--- config.mk ---
export PLATFORM = sky130hd
export DESIGN_NAME = tlbpt_ctrl
export DESIGN_NICKNAME = d
export VERILOG_FILES = /design/src/hw/rtl/tlbpt_pkg.sv /design/src/hw/rtl/tlbpt_ctrl.sv
export SDC_FILE = /design/constraint.sdc
export NUM_CORES = 1
export LEC_CHECK = 0
export BUFFER_PORTS_ARGS = -buffer_cell sky130_fd_sc_hd__buf_2
export CORE_AREA = 8 8 45 47
export DETAILED_ROUTE_END_ITERATION = 8
export DIE_AREA = 0 0 53 55
export GPL_ROUTABILITY_DRIVEN = 0
export GPL_TIMING_DRIVEN = 0
export PLACE_DENSITY = 0.49
export RECOVER_POWER = 100
export SYNTH_ARGS = -nofsm -noshare
export SYNTH_HDL_FRONTEND = slang
export SYNTH_SLANG_ARGS = --single-unit
--- constraint.sdc ---
create_clock -name clk_i -period 2.2 [get_ports clk_i]
set_input_delay 0.11 -clock clk_i [delete_from_list [all_inputs] [get_ports clk_i]]
set_output_delay 0.11 -clock clk_i [all_outputs]
set_load 0.05 [all_outputs]
--- src/hw/rtl/tlbpt_pkg.sv ---
// Shared types and constants for the TLB page translator.
// Used by tlbpt_ctrl, tlbpt_dp and tlb_page_translator; no dependencies.

package tlbpt_pkg;

  localparam int unsigned PAGE_BITS   = 8;
  localparam int unsigned OFFSET_BITS = 8;
  localparam int unsigned VA_W        = PAGE_BITS + OFFSET_BITS;
  localparam int unsigned NUM_PAGES   = 1 << PAGE_BITS;
  localparam int unsigned AGE_W       = 8;
  localparam int unsigned USE_W       = 16;
  localparam int unsigned CNT_W       = 32;

  localparam logic [AGE_W-1:0] AGE_MAX = {AGE_W{1'b1}};
  localparam logic [USE_W-1:0] USE_MAX = {USE_W{1'b1}};

  typedef enum logic [1:0] {
    POL_FIFO = 2'd0,
    POL_LRU  = 2'd1,
    POL_LFU  = 2'd2,
    POL_MFU  = 2'd3
  } policy_e;

  typedef enum logic [2:0] {
    ST_IDLE,
    ST_LOOKUP,
    ST_RESOLVE,
    ST_SCAN,
    ST_INSERT,
    ST_EMIT
  } state_e;

  typedef struct packed {
    logic capture;
    logic lookup;
    logic resolve;
    logic scan;
    logic insert;
    logic emit;
  } cmd_t;

  typedef struct packed {
    logic hit;
    logic need_scan;
    logic scan_done;
    logic out_free;
  } status_t;

endpackage

--- src/hw/rtl/tlbpt_ctrl.sv ---
// Sequencing state machine for the TLB page translator.
// Depends on tlbpt_pkg; drives commands into tlbpt_dp.

module tlbpt_ctrl (
  input  logic              clk_i,
  input  logic              rst_ni,
  input  logic              in_valid_i,
  output logic              in_stall_o,
  input  tlbpt_pkg::status_t status_i,
  output tlbpt_pkg::cmd_t    cmd_o
);

  tlbpt_pkg::state_e state_q, state_d;

  always_ff @(posedge clk_i or negedge rst_ni) begin
    if (!rst_ni) begin
      state_q <= tlbpt_pkg::ST_IDLE;
    end else begin
      state_q <= state_d;
    end
  end

  always_comb begin
    state_d = state_q;
    case (state_q)
      tlbpt_pkg::ST_IDLE: begin
        if (in_valid_i) state_d = tlbpt_pkg::ST_LOOKUP;
      end
      tlbpt_pkg::ST_LOOKUP: state_d = tlbpt_pkg::ST_RESOLVE;
      tlbpt_pkg::ST_RESOLVE: begin
        if (status_i.hit) state_d = tlbpt_pkg::ST_EMIT;
        else if (status_i.need_scan) state_d = tlbpt_pkg::ST_SCAN;
        else state_d = tlbpt_pkg::ST_INSERT;
      end
      tlbpt_pkg::ST_SCAN: begin
        if (status_i.scan_done) state_d = tlbpt_pkg::ST_INSERT;
      end
      tlbpt_pkg::ST_INSERT: state_d = tlbpt_pkg::ST_EMIT;
      tlbpt_pkg::ST_EMIT: begin
        if (status_i.out_free) state_d = tlbpt_pkg::ST_IDLE;
      end
      default: state_d = tlbpt_pkg::ST_IDLE;
    endcase
  end

  always_comb begin
    cmd_o      = '0;
    in_stall_o = 1'b1;
    case (state_q)
      tlbpt_pkg::ST_IDLE: begin
        in_stall_o    = 1'b0;
        cmd_o.capture = in_valid_i;
      end
      tlbpt_pkg::ST_LOOKUP:  cmd_o.lookup  = 1'b1;
      tlbpt_pkg::ST_RESOLVE: cmd_o.resolve = 1'b1;
      tlbpt_pkg::ST_SCAN:    cmd_o.scan    = 1'b1;
      tlbpt_pkg::ST_INSERT:  cmd_o.insert  = 1'b1;
      tlbpt_pkg::ST_EMIT:    cmd_o.emit    = status_i.out_free;
      default: cmd_o = '0;
    endcase
  end

endmodule

# [After elaboration in Yosys (flattened, before gate mapping)]
# Cells that the tools add are included.
[totals] register_bits=3 elab_cells=24 n_memories=0 latchBits=0 mem_bits_ro=0 input_bits=7 ram_bits=0
[op_classes] reduce_logical=2 n_addsub=0 order_cmp=0 mul=0 mux=13 n_eq_ne=8 div=0 shift=0 bitwise=0
[op_table] op="one-hot mux 3 bit (6 select lines)" n=1
[op_table] op="2-to-1 mux 3 bit" n=5
[op_table] op="2-to-1 mux 1 bit" n=7
[op_table] op="equality test 3 x 2 -> 1 bit, second input constant" n=2
[op_table] op="equality test 3 bit, second input constant" n=2
[op_table] op="!= test 2 bit, second input constant" n=3
[op_table] op="equality test 3 x 1 -> 1 bit, second input constant" n=1
[op_table] op="logical NOT 3 bit" n=1
[op_table] op="AND reduction 3 bit" n=1

# [Longest topological paths before layout]
[logic_depth] depth_word=3 depth_mapped=3 depth_no_buf=3

# [Least setup slack after synthesis]
# No wires, ideal clock.
[synth_path] path_type="register to output" startpoint="register state_q[1]" endpoint="output port cmd_o[5] in the netlist's numbering" t_arrival_ps=1754 n_path_buf=0 slack_ps=336 required_time_ps=2090 stages_incl_launch_ff=3 cell_sequence="dfrtp_1 -> or3_1 -> nor2_1"
[synth_lines] element="from (decl)" line_no="tlbpt_ctrl.sv:13" rtl="tlbpt_pkg::state_e state_q, state_d;"
[synth_lines] element="from (signal assigned)" line_no="tlbpt_ctrl.sv:17" rtl="state_q <= tlbpt_pkg::ST_IDLE;"
[synth_lines] element="from (signal assigned)" line_no="tlbpt_ctrl.sv:19" rtl="state_q <= state_d;"
[synth_lines] element="to (decl)" line_no="tlbpt_ctrl.sv:10" rtl="output tlbpt_pkg::cmd_t cmd_o"

==> results.md <==
- Worst path bufs/invs: 1
- Post-route insts no fill: just over 60
- Initial Utilization: between 15 and 20%
- Cell variety after synth: 18
- Family with the most delay on the worst path: simple AND/OR/NAND/NOR gates
- Total CTS buffers: 3
- H-tree level count: 1
- Sink Count: 3
- Worst-Skew Late Latency: 230 ps
- Syn Std Cell Area: 230 um^2
- Max Cap Viol: 0
- Nets: 54
- Hold Slack: ~120 ps
- Total track usage: 4.99%
- ANT cells: 0
- CP max-delay cell: clkbuf_1
- CTS Buffer Depth: 2
- Max_slew headroom: ~60%
- Max-slew violations: 0
- Flip-flop count of the largest register after layout: 3
- # IOs: 14
- DP Cell Count: 57
- Yosys warning total: 0
- Yosys reg bits: 3
- Setup violators final: 0
- Critical Path RT: 2090 ps
- Pwr Density: around 1800 nW/um^2
- IO buf count: 13
- Area Growth Syn to Fin: 46.7%
- Die width: 53 um
- Worst Path Max Fanout: 9
- Initial DRC count: 0
- Initial antenna violation count: 0
- Gate Count Post-Synth: 28
- Root Driver: clkbuf_4
- Remaining Overflow, GRT: 0
- Final hold vios: 0
- First-pass GRT wire length: roughly 1000 um
- Top flop regs: state_q x3
- Post-route ant nets: 0
- CTS tree: built
- Lkg Pwr: 0.152 nW
- Status: complete, no violations
- Final period utilization: between 70% and 80%
- Share of cells above drive strength 1: 23.9%
- Pre-Repair DR Iteration Count: 1
- Postcts setup bufs: 0
- Worst reg2reg startpoint: state_q[2]$_DFFE_PN0P_
- Worst hold path startpoint: status_i[1]
- CP arrival: 1640 ps
- Routed len/inst: approximately 11 um
- Die Area: 2920 um^2
- Share of the yosys chip area belonging to registers: between 30 and 40%
- Post-DP HPWL: 537 um
- Sink of the worst hold path: state_q[1]$_DFFE_PN0P_
- DRC: 0
- Core area: between 1000 and 1500 um^2
- Hold Path Stages: 2
- Worst Skew: ~3.2 ps
- FP Rows: 14
- Hold Path Class: in2reg
- Largest net degree at the start of global routing: 11
- Biggest register: state_q
- Vias per cell: just over 4
- Die height: 55 um
- Clock-pin slew on the worst setup and hold paths: roughly 40 ps
- Mapped Nets: 35
- Worst Setup Start Kind: register
- Crit-path max cell delay: around 470 ps
- Critical path type: reg2out
- Worst-Margin Slew: 602 ps
- F_max: 570 MHz
- Final Critical Period: approximately 1800 ps
- Crit end category: output port
- Worst ir drop on vdd: between 0.3 and 0.4 mV
- Resized cells post-CTS: 0
- Vias in the first global route: 267
- Crit path cell chain: or3_1 -> nor2_1 -> clkbuf_1
- Mean post-synth cell area: 8.22 um^2
- Post-Route WL: 680 um
- R2r endpoint: state_q[2]$_DFFE_PN0P_
- Fillers: 166
- Final setup TNS: 0 ps
- Worst Reg-to-Reg Cells: 3
- Flop2flop setup slack: approximately 1100 ps
- Via Count: about 260
- Unrepaired setup endpoints after global routing: no
==> metrics by stage <==
step / cell area, um^2 / power, mW / util [%] / setup WS (ps)
after global routing: 338 / 0.647 / 24.4 / 323
final: 338 / 0.602 / 24.4 / 445
after detailed placement: 315 / 0.524 / 22.8 / 908
after CTS: 352 / 0.627 / 25.4 / 655
after floorplan: 230 / 0.436 / - / 336
after global placement: 315 / 0.524 / 22.8 / 914
==> per-layer routing <==
metal,GRT usage (%),vias to the layer above,share of wire [%]
met3,2.41,0,7.6
met2,8.01,6,48
li1,-,137,-
met4,5.17,0,0
met1,4.44,113,44
met5,0,-,0
==> cells in the final DEF, fill, tap and decap left out <==
cell type      netlist  layout
inv_1                2       2
clkbuf_1             0       9
nor3b_1              1       1
a31oi_1              1       1
or3_1                1       1
nand3_1              1       1
and3_1               1       1
nand2b_2             1       1
a311oi_1             1       1
buf_2                1       6
and2b_1              2       2
and2_2               1       1
o221ai_1             2       2
clkbuf_4             0       3
dlygate4sd3_1        0       1
o21a_1               1       1
dfrtp_1              3       3
a21oi_1              0       1
nand2b_1             2       2
o22ai_1              1       1
nor2_1               5       5
==> cell families (layout without fill, tap and decap cells) <==
logic type | Yosys count | after routing | synth area share (%)
buf+inv | 3 | 21 | 5.43
simple gates | 15 | 15 | 38.0
compound gates | 7 | 7 | 23.9
flops | 3 | 3 | 32.6
==> area by class of cell <==
type	count	area (um^2)	area share, %
sequential	3	75.1	22.2
timing repair buffer	14	65.1	19.3
tap	16	20.0	5.93
multi-input combinational	22	139	41.1
inverter	2	7.51	2.22
clock buffer	4	26.3	7.78
buffer	1	5.00	1.48
==> where the power goes <==
group          leakage [nW]  switching, mW  internal [mW]
registers            0.0369         0.0401         0.0827
logic                 0.100          0.274          0.107
clock network        0.0150         0.0296         0.0681
==> Yosys cell counts, drive strengths merged <==
cell type	count	area, um^2
inv	2	7.51
nand3	1	5.00
nor3b	1	7.51
and2b	2	15.0
nor2	5	18.8
a21oi	1	8.76
dfrtp	3	75.1
o22ai	1	6.26
and3	1	6.26
buf	1	5.00
o221ai	2	17.5
nand2b	3	21.3
a31oi	1	6.26
or3	1	6.26
and2	1	7.51
o21a	1	7.51
a311oi	1	8.76
==> worst max path at each step <==
| stage | start | endpoint | cells past startpoint |
|---|---|---|---|
| after detailed placement | state_q[1]$_DFFE_PN0P_ | cmd_o[5] | 3 |
| after CTS | state_q[1]$_DFFE_PN0P_ | cmd_o[5] | 3 |
| after global routing | state_q[1]$_DFFE_PN0P_ | cmd_o[5] | 3 |
| after global placement | state_q[1]$_DFFE_PN0P_ | cmd_o[5] | 3 |
| after floorplan | state_q[1]$_DFFE_PN0P_ | cmd_o[5] | 2 |
| final | state_q[1]$_DFFE_PN0P_ | cmd_o[5] | 3 |
==> what timing repair did <==
item / CTS / global route
hold endpoints to repair: 3 / 0
hold buffers: 1 / 0
setup endpoints to repair: 0 / 0
Note: power is estimated with default switching activity, not from simulation.
